<file path="src/rtl/bpe_pkg.sv">
// shared types, event codes and register constants for the button press event classifier
// no dependencies
package bpe_pkg;

  localparam int TIME_WIDTH_DEF = 32;
  localparam int NUM_BUTTONS    = 3;
  localparam int CFG_DATA_W     = 16;
  localparam int CFG_INDEX_W    = 2;
  localparam int INTERVAL_W     = 10;
  localparam int DURATION_W     = 16;

  localparam logic [INTERVAL_W-1:0] UPDATE_INTERVAL_RST = INTERVAL_W'(25);
  localparam logic [DURATION_W-1:0] LONG_PRESS_RST      = DURATION_W'(400);
  localparam logic [DURATION_W-1:0] DOUBLE_PRESS_RST    = DURATION_W'(400);

  typedef enum logic [CFG_INDEX_W-1:0] {
    CFG_UPDATE_INTERVAL = 2'd0,
    CFG_LONG_PRESS      = 2'd1,
    CFG_DOUBLE_PRESS    = 2'd2
  } bpe_cfg_idx_t;

  typedef enum logic [2:0] {
    EV_NONE       = 3'd0,
    EV_STEADY_REL = 3'd1,
    EV_STEADY_PRS = 3'd2,
    EV_PRESSED    = 3'd3,
    EV_RELEASED   = 3'd4,
    EV_LONG       = 3'd5,
    EV_DOUBLE     = 3'd6,
    EV_SINGLE     = 3'd7
  } bpe_event_t;

  typedef struct packed {
    logic [31:0] now_ms;
    logic        push_pin;
    logic        pull_pin;
    logic        cfg_pin;
  } bpe_in_t;

  typedef struct packed {
    logic       updated;
    logic [2:0] push_event;
    logic [2:0] pull_event;
    logic [2:0] cfg_event;
  } bpe_out_t;

  typedef struct packed {
    logic [DURATION_W-1:0] long_press_ms;
    logic [DURATION_W-1:0] double_press_ms;
  } bpe_lane_cfg_t;

endpackage

</file>
<file path="src/rtl/button_press_event_classifier.sv">
// top level: rate gate, three classifier lanes, merge into one result beat, output skid
// depends on bpe_pkg and bpe_lane
// a result beat is registered in out_r, or in skid_r while out_r holds a stalled beat
// throughput: one beat per cycle while in_stall is low, i.e. while the skid is empty
// the two-entry output buffer keeps input open while one result waits
// reset (rst_n low, synchronous): registers to defaults, all buttons pressed, times zero
module button_press_event_classifier #(
  parameter int TIME_WIDTH = bpe_pkg::TIME_WIDTH_DEF
) (
  input  logic                            clk,
  input  logic                            rst_n,
  input  logic                            in_valid,
  output logic                            in_stall,
  input  bpe_pkg::bpe_in_t                in_data,
  output logic                            out_valid,
  input  logic                            out_stall,
  output bpe_pkg::bpe_out_t               out_data,
  input  logic                            cfg_we,
  input  logic [bpe_pkg::CFG_INDEX_W-1:0] cfg_index,
  input  logic [bpe_pkg::CFG_DATA_W-1:0]  cfg_wdata
);
  import bpe_pkg::*;

  logic [INTERVAL_W-1:0] interval_r;
  bpe_lane_cfg_t         lane_cfg_r;
  logic [TIME_WIDTH-1:0] last_eval_r;
  logic [TIME_WIDTH-1:0] now, earliest;
  logic                  too_soon, in_fire, out_fire, eval;
  logic [NUM_BUTTONS-1:0] pins;
  bpe_event_t            lane_ev [NUM_BUTTONS];
  bpe_out_t              result;
  logic                  out_valid_r, skid_valid_r;
  bpe_out_t              out_r, skid_r;

  always_ff @(posedge clk) begin
    if (!rst_n) begin
      interval_r                 <= UPDATE_INTERVAL_RST;
      lane_cfg_r.long_press_ms   <= LONG_PRESS_RST;
      lane_cfg_r.double_press_ms <= DOUBLE_PRESS_RST;
    end else if (cfg_we) begin
      unique case (cfg_index)
        CFG_UPDATE_INTERVAL: interval_r <= cfg_wdata[INTERVAL_W-1:0];
        CFG_LONG_PRESS:      lane_cfg_r.long_press_ms <= cfg_wdata[DURATION_W-1:0];
        CFG_DOUBLE_PRESS:    lane_cfg_r.double_press_ms <= cfg_wdata[DURATION_W-1:0];
        default: ;
      endcase
    end
  end

  assign in_stall = skid_valid_r;
  assign in_fire  = in_valid && !in_stall;
  assign out_fire = out_valid_r && !out_stall;
  assign now      = TIME_WIDTH'(in_data.now_ms);
  assign earliest = last_eval_r + TIME_WIDTH'(interval_r);
  assign too_soon = now < earliest;
  assign eval     = in_fire && !too_soon;
  assign pins     = {in_data.cfg_pin, in_data.pull_pin, in_data.push_pin};

  always_ff @(posedge clk) begin
    if (!rst_n) begin
      last_eval_r <= '0;
    end else if (eval) begin
      last_eval_r <= now;
    end
  end

  for (genvar b = 0; b < NUM_BUTTONS; b++) begin : g_lane
    bpe_lane #(
      .TIME_WIDTH(TIME_WIDTH)
    ) u_lane (
      .clk      (clk),
      .rst_n    (rst_n),
      .upd      (eval),
      .now      (now),
      .pin      (pins[b]),
      .lane_cfg (lane_cfg_r),
      .ev       (lane_ev[b])
    );
  end

  // merge lane findings into one result beat
  always_comb begin
    result.updated    = !too_soon;
    result.push_event = too_soon ? EV_NONE : lane_ev[0];
    result.pull_event = too_soon ? EV_NONE : lane_ev[1];
    result.cfg_event  = too_soon ? EV_NONE : lane_ev[2];
  end

  always_ff @(posedge clk) begin
    if (!rst_n) begin
      out_valid_r  <= 1'b0;
      skid_valid_r <= 1'b0;
    end else if (skid_valid_r) begin
      if (out_fire) begin
        skid_valid_r <= 1'b0;
      end
    end else if (in_fire) begin
      if (out_valid_r && !out_fire) begin
        skid_valid_r <= 1'b1;
      end
      out_valid_r <= 1'b1;
    end else if (out_fire) begin
      out_valid_r <= 1'b0;
    end
  end

  always_ff @(posedge clk) begin
    if (skid_valid_r) begin
      if (out_fire) begin
        out_r <= skid_r;
      end
    end else if (in_fire) begin
      if (out_valid_r && !out_fire) begin
        skid_r <= result;
      end else begin
        out_r <= result;
      end
    end
  end

  assign out_valid = out_valid_r;
  assign out_data  = out_r;

  a_skid_needs_out: assert property (@(posedge clk) disable iff (!rst_n)
    skid_valid_r |-> out_valid_r)
    else $error("skid holds a beat while output register is empty");

  a_skip_no_events: assert property (@(posedge clk) disable iff (!rst_n)
    out_valid_r && !out_r.updated |->
      out_r.push_event == EV_NONE && out_r.pull_event == EV_NONE &&
      out_r.cfg_event == EV_NONE)
    else $error("skipped sample carries an event");

  a_eval_has_events: assert property (@(posedge clk) disable iff (!rst_n)
    out_valid_r && out_r.updated |->
      out_r.push_event != EV_NONE && out_r.pull_event != EV_NONE &&
      out_r.cfg_event != EV_NONE)
    else $error("evaluated sample lacks an event");

  a_eval_time: assert property (@(posedge clk) disable iff (!rst_n)
    eval |=> last_eval_r == $past(now))
    else $error("last evaluation time not captured");

  a_skip_holds_time: assert property (@(posedge clk) disable iff (!rst_n)
    in_fire && too_soon |=> $stable(last_eval_r))
    else $error("skipped sample moved last evaluation time");

endmodule

</file>
<file path="src/rtl/bpe_lane.sv">
// per-button classifier lane: level, change, release and single deadline state
// depends on bpe_pkg
module bpe_lane #(
  parameter int TIME_WIDTH = bpe_pkg::TIME_WIDTH_DEF
) (
  input  logic                  clk,
  input  logic                  rst_n,
  input  logic                  upd,
  input  logic [TIME_WIDTH-1:0] now,
  input  logic                  pin,
  input  bpe_pkg::bpe_lane_cfg_t lane_cfg,
  output bpe_pkg::bpe_event_t   ev
);
  import bpe_pkg::*;

  logic                  pressed_r, pressed_nxt;
  logic [TIME_WIDTH-1:0] chg_r, chg_nxt;
  logic [TIME_WIDTH-1:0] rel_r, rel_nxt;
  logic [TIME_WIDTH-1:0] dl_r, dl_nxt;
  logic [TIME_WIDTH-1:0] held, rel_to_rel, long_t, dbl_t;

  assign long_t     = TIME_WIDTH'(lane_cfg.long_press_ms);
  assign dbl_t      = TIME_WIDTH'(lane_cfg.double_press_ms);
  assign held       = now - chg_r;
  assign rel_to_rel = now - rel_r;

  always_comb begin
    pressed_nxt = pressed_r;
    chg_nxt     = chg_r;
    rel_nxt     = rel_r;
    dl_nxt      = dl_r;
    ev          = EV_STEADY_PRS;
    if (pin) begin
      if (pressed_r) begin
        pressed_nxt = 1'b0;
        rel_nxt     = now;
        chg_nxt     = now;
        if (held > long_t) begin
          dl_nxt = '0;
          ev     = EV_LONG;
        end else if (rel_to_rel < dbl_t) begin
          dl_nxt = '0;
          ev     = EV_DOUBLE;
        end else begin
          dl_nxt = now + dbl_t;
          ev     = EV_RELEASED;
        end
      end else if (dl_r != '0 && now > dl_r) begin
        dl_nxt = '0;
        ev     = EV_SINGLE;
      end else begin
        ev = EV_STEADY_REL;
      end
    end else if (!pressed_r) begin
      pressed_nxt = 1'b1;
      chg_nxt     = now;
      ev          = EV_PRESSED;
    end
  end

  always_ff @(posedge clk) begin
    if (!rst_n) begin
      pressed_r <= 1'b1;
      chg_r     <= '0;
      rel_r     <= '0;
      dl_r      <= '0;
    end else if (upd) begin
      pressed_r <= pressed_nxt;
      chg_r     <= chg_nxt;
      rel_r     <= rel_nxt;
      dl_r      <= dl_nxt;
    end
  end

endmodule
</file>
<file path="config.mk">
export PLATFORM = sky130hd
export DESIGN_NAME = button_press_event_classifier
export DESIGN_NICKNAME = d
export VERILOG_FILES = /design/src/rtl/bpe_pkg.sv /design/src/rtl/button_press_event_classifier.sv /design/src/rtl/bpe_lane.sv
export SDC_FILE = /design/constraint.sdc
export NUM_CORES = 2
export LEC_CHECK = 0
export BUFFER_PORTS_ARGS = -buffer_cell sky130_fd_sc_hd__buf_2
export CORE_MARGIN = 5
export CORE_UTILIZATION = 36
export DETAILED_ROUTE_END_ITERATION = 6
export SYNTH_ARGS = -nofsm -noshare
export SYNTH_HDL_FRONTEND = slang
export SYNTH_SLANG_ARGS = --single-unit
export TNS_END_PERCENT = 1
</file>
<file path="constraint.sdc">
create_clock -name clk -period 6.45 [get_ports clk]
set_input_delay 0.3225 -clock clk [delete_from_list [all_inputs] [get_ports clk]]
set_output_delay 0.3225 -clock clk [all_outputs]
set_load 0.01 [all_outputs]
</file>
======== After elaboration in Yosys (flattened, before gate mapping) ========
Cells that the tools add are included.
operators by class
  muxes and demuxes ....................... 55
  bitwise logic cells ..................... 1
  reduce and logical (&&, ||, !) cells .... 35
  magnitude comparators ................... 10
  add/subtract/negate cells ............... 8
  equality and inequality tests ........... 10
operators with widths
  cell                  count
  $mux W32              21
  $sub A32 B32 Y32      6
  $gt A32 B16 Y1        3
  $gt A32 B32 Y1        3
  $lt A32 B16 Y1        3
  $reduce_bool A32 Y1   3
  $mux W3               15
  $mux W10              4
  $reduce_and A3 Y1     11
  $add A32 B10 Y32      1
  $add A32 B16 Y32      1
  $lt A32 B32 Y1        1
  $mux W1               12
  $ne A2 B2 Y1 const B  5
  $reduce_bool A2 Y1    5
  $reduce_and A2 Y1     4
  $logic_and A1 B1 Y1   7
  $mux W2               3
  $ne A2 B1 Y1 const B  3
  $logic_not A1 Y1      4
  $eq A2 B1 Y1 const B  1
  $eq A2 B2 Y1 const B  1
  $logic_not A2 Y1      1
  $not A1 Y1            1
word-level totals
  input port bits ......................... 58
  output and inout bits ................... 12
  register bits ........................... 387
  word-level logic and storage cells ...... 145

======== Logic depth before layout (Yosys ltp) ========
  depth in word-level cells ............... 10
  gate-level depth with buffers ........... 29
  gate-level depth less buffers ........... 26

======== Modules after synthesis ========
From an unflattened synthesis, not the netlist that was laid out.
unflattened totals
  cell total of the unflattened synthesis .. 4790
  area total of the unflattened synthesis .. 36032.1 sq um
by module, submodules not included
  module                         area each (sq um)  times used  sequential area each (sq um)  cells each
  bpe_lane (g_lane[1].u_lane)    10491.3            1           1941.9                        1433
  bpe_lane (g_lane[2].u_lane)    10402.5            1           1941.9                        1434
  bpe_lane (g_lane[0].u_lane)    9808.2             1           1941.9                        1308
  button_press_event_classifier  5330.1             1           2122.0                        615

======== Least setup slack after synthesis ========
Ideal clock, no wire load.
  kind .................................... input-to-reg
  start point ............................. in in_data[3] in the netlist's numbering
  end point ............................... reg out_r (netlist bit out_data[0]) (data pin)
  data arrival time ....................... 5216 ps
  path slack .............................. 975 ps
  library setup time ...................... 260 ps
  stages .................................. 23
  cell sequence ........................... clkbuf_1 > inv_1 > ha_1 > nor2b_1 > o31a_1 > o31a_4 > o21a_1 > o21a_1 > o21a_1 > nor2_1 > xnor2_1 > ha_1 > nand4_1 > nor4_1 > inv_1 > or3_1 > a32oi_1 > o221ai_1 > or4b_1 > or4_4 > a2111oi_4 > a21oi_1 > mux2_2
RTL lines
  item                    RTL line                              source
  start: declaration      button_press_event_classifier.sv:14   input bpe_pkg::bpe_in_t in_data,
  end signal: assignment  button_press_event_classifier.sv:110  out_r <= skid_r;
  end signal: assignment  button_press_event_classifier.sv:116  out_r <= result;
  end: declaration        button_press_event_classifier.sv:33   bpe_out_t out_r, skid_r;

======== Worst setup path after layout ========
  start point ............................. reg last_eval_r[0]
  end point ............................... reg g_lane[0].u_lane.dl_r[29]
between the ends
  cells in the longest elaborated chain, start to end .. 5
ends and longest elaborated chain
  item                                RTL line                             source
  start: declaration                  button_press_event_classifier.sv:26  logic [TIME_WIDTH-1:0] last_eval_r;
  start signal: assignment            button_press_event_classifier.sv:63  last_eval_r <= now;
  $add A32 B10 Y32                    button_press_event_classifier.sv:54  assign earliest = last_eval_r + TIME_WIDTH'(interval_r);
  $lt A32 B32 Y1                      button_press_event_classifier.sv:55  assign too_soon = now < earliest;
  $logic_not A1 Y1                    button_press_event_classifier.sv:56  assign eval = in_fire && !too_soon;
  $logic_and A1 B1 Y1                 button_press_event_classifier.sv:56
  $reduce_and A3 Y1 (no source line)  --
  end signal: assignment              bpe_lane.sv:71                       dl_r <= dl_nxt;
  end: declaration                    bpe_lane.sv:19                       logic [TIME_WIDTH-1:0] dl_r, dl_nxt;
No other way between the ends.
A chain may end at the register's enable or synchronous reset.

==> reports/qor.yml <==
criticalPathCategory: "reg2reg"
worst_pin_slew_ns: 1.168
finalSetupViolations: 0
fmax_mhz: 167.6
hold_slack_ns: 0.02164
rr_startpoint: "last_eval_r[0]"
via_count: 32707
wl_mm: 116.5
root_buffer: "clkbuf_16"
layout-drive-gt1-share_pct: 5.814
final.setup.worst_slack_ns: 0.4828
io_buffers: 69
min-delay-start: "out_stall"
grt_pass1_vias: 29527
dieArea_um2: 98610
pwr_density_cell_nw_per_um2: 219.1
place_area_um2: 34910
grt_pass1_wl_mm: 177.3
nFillCells: 9646
final_core_util_pct: 40.06
viasPerCell: 5.673
antenna_found_initial: 8
grt_max_degree: 189
post_drt_wl_per_cell_um: 20.20
area_growth_syn_to_layout_pct: 10.36
worstPathRequired_ns: 6.94
cts_setup_buffers: 0
cp-end-kind: "register"
finalSetupTns_ns: 0
synth-seq-cells: 387
antenna_left: 0
yosys.area_share.simple_pct: 22.14
leakage_nw: 14.16
synth.area.mux_share_pct: 0.7521
clockBufferDepth: 3
maxSlewViolCount: 0
finalNetCount: 5033
startpoint: "last_eval_r[0]"
synth_cells: 4543
synthFlopType: "dfxtp_1"
syn_nets: 5041
rsz0062_at_grt: "false"
layout_min_cycle_time_ns: 5.967
hold_violations: 0
seq_area_frac_synth_pct: 23.89
crit_fanout: 27
synth_compound_area_share_pct: 25.21
yosysUniqueCellTypes: 87
die_h_um: 314.0
synth_adder_area_share_pct: 16.73
fin_crit_sh_pct: 92.52
clock_latency_ns: 0.63
cts_tree: "done"
clk_pin_slew_ns: 0.06
ctsResizeCount: 0
synth_edf_count: 20
cts_buffers: 49
syn_area_um2: 33270
cp-start-kind: "register"
stdcell_count: 5765
start_util_pct: 36.30
ir_drop_mv: 0.1818
grt_overflow_total: 0
ys_warn_count: 0
place_hpwl_mm: 88.80
drc_errors: 0
place_inst: 5657
core_area_um2: 91660
grt_usage_pct: 22.63
die_w_um: 314.0
drt-initial-drc-count: 2910
hp-class: "in2reg"
power_mw: 8.045
status: "finished clean"
async_reset_ff_share_pct: 0
fin_skew_ns: 0.02920
htree_levels: 2
rows: 111
drt_pass1_iterations: 5
io_pins: 70
post_synth.cell_area_avg_um2: 7.324
relSlewSlack_pct: 22.14
synth_xor_area_share_pct: 4.396
fin_area_um2: 36720
max-cap-violations: 0
gp_congestion: 0.9500
crit_arrival_ns: 6.46
synth_top_family_by_area: "compound AO/OA/AOI/OAI gates"
dp_worst_setup_slack_ns: 0.4107
cts.sinks: 387
power by group:
group | switching, mW | leakage [nW] | internal [mW] | total, mW
registers | 0.0640 | 3.17 | 2.52 | 2.58
clock network | 1.21 | 0.820 | 1.73 | 2.94
logic | 1.59 | 10.2 | 0.939 | 2.53
total | 2.86 | 14.2 | 5.19 | 8.05
sequential cells by signal, indices dropped and copies added, names as in the netlist:
| register | count |
|---|---|
| skid_r | 10 |
| g_lane.u_lane.dl_r | 96 |
| last_eval_r | 32 |
| g_lane.u_lane.pressed_r | 3 |
| out_data | 10 |
| g_lane.u_lane.rel_r | 96 |
| out_valid | 1 |
| lane_cfg_r | 32 |
| g_lane.u_lane.chg_r | 96 |
| interval_r | 10 |
| in_stall | 1 |
layout make-up:
cell class / instances / area (um^2) / share of cell area [%]
flip-flops and latches: 387 / 7948 / 21.64
clock buffers: 63 / 1319 / 3.591
well taps: 1186 / 1484 / 4.041
diodes: 4 / 10.01 / 0.02726
inverters: 395 / 1490 / 4.058
repair buffers: 155 / 1064 / 2.896
clock inverters: 28 / 355.3 / 0.9677
multi-input cells: 3547 / 23050 / 62.77
placed cells by master, fill, tap and decap left out, types with 19 or more instances in the layout:
cell,instances
a211oi_1,33
a21o_1,129
a21oi_1,539
a22o_1,30
a31oi_1,36
and2_1,46
and3_1,46
buf_2,68
buf_4,71
clkbuf_16,49
dfxtp_1,367
edfxtp_1,20
ha_1,432
inv_1,394
nand2_1,824
nand2b_1,36
nand3_1,88
nand4_1,91
nor2_1,181
nor2b_1,51
nor3_1,63
nor4_1,50
o211ai_1,53
o21a_1,58
o21ai_0,203
o21ai_1,30
o21bai_1,24
o31ai_1,19
or3_1,19
xnor2_1,104
xor2_1,63
worst max-delay path, cell delays in order, from the launching register on:
cell      delay [ns]
dfxtp_1         0.35
ha_1            0.17
inv_1           0.05
fa_1            0.39
nor2b_1         0.12
o21ai_0         0.12
a21oi_1         0.21
o21ai_0         0.14
a21oi_1         0.21
o21ai_0         0.10
nand2b_1        0.16
a41oi_1         0.19
nor3_1          0.47
nand3_1         0.15
xor2_1          0.17
ha_1            0.29
nand4_1         0.13
or4_1           0.54
o21ai_1         0.13
buf_4           0.18
and2_1          0.15
nand3b_1        0.37
and2_1          0.65
a22o_1          0.37
cell families after synthesis:
family	after synthesis
AOI/OAI and AO/OA	1334
xor gates and xnor gates	167
adders and majority gates	440
buffers and inverters	609
DFF	387
muxes	24
and+or+nand+nor	1582
synthesized netlist by cell type, drive strengths merged, types with 30 or more instances:
cell | instances | area (um^2)
nand2 | 824 | 3093
a21oi | 539 | 2698
ha | 432 | 5405
inv | 395 | 1483
dfxtp | 367 | 7347
o21ai | 233 | 1166
clkbuf | 189 | 709.4
nor2 | 182 | 683.2
a21o | 129 | 968.4
xnor2 | 104 | 910.9
nand4 | 92 | 581.8
nand3 | 88 | 440.4
nor3 | 63 | 315.3
xor2 | 63 | 551.8
o21a | 58 | 435.4
o211ai | 53 | 397.9
nor2b | 51 | 319.1
nor4 | 50 | 312.8
and2 | 47 | 294.0
and3 | 46 | 287.8
a31oi | 36 | 225.2
nand2b | 36 | 225.2
a211oi | 33 | 247.7
a22o | 30 | 262.8
timing repair:
item / in CTS / in global routing
endpoints found under the setup margin: 0 / 0
endpoints found under the hold margin: 18 / 0
hold buffers: 13 / 0
worst paths after layout:
| check | depth (start not counted) | slack, ns | to |
|---|---|---|---|
| max | 23 | 0.48 | g_lane[0].u_lane.dl_r[29] |
| max reg2reg | 23 | 0.48 | g_lane[0].u_lane.dl_r[29] |
| min reg2reg | 2 | 0.45 | g_lane[2].u_lane.chg_r[22] |
| min | 3 | 0.02 | in_stall |
layer usage:
layer / vias to the layer above / wire length (um) / global-route usage [%]
met5: - / 0 / 0
met4: 0 / 3707 / 6.649
met3: 148 / 7593 / 3.002
met2: 978 / 49470 / 34.63
met1: 15476 / 55700 / 33.22
li1: 16105 / - / -
Note: power is estimated with default switching activity, not from simulation.
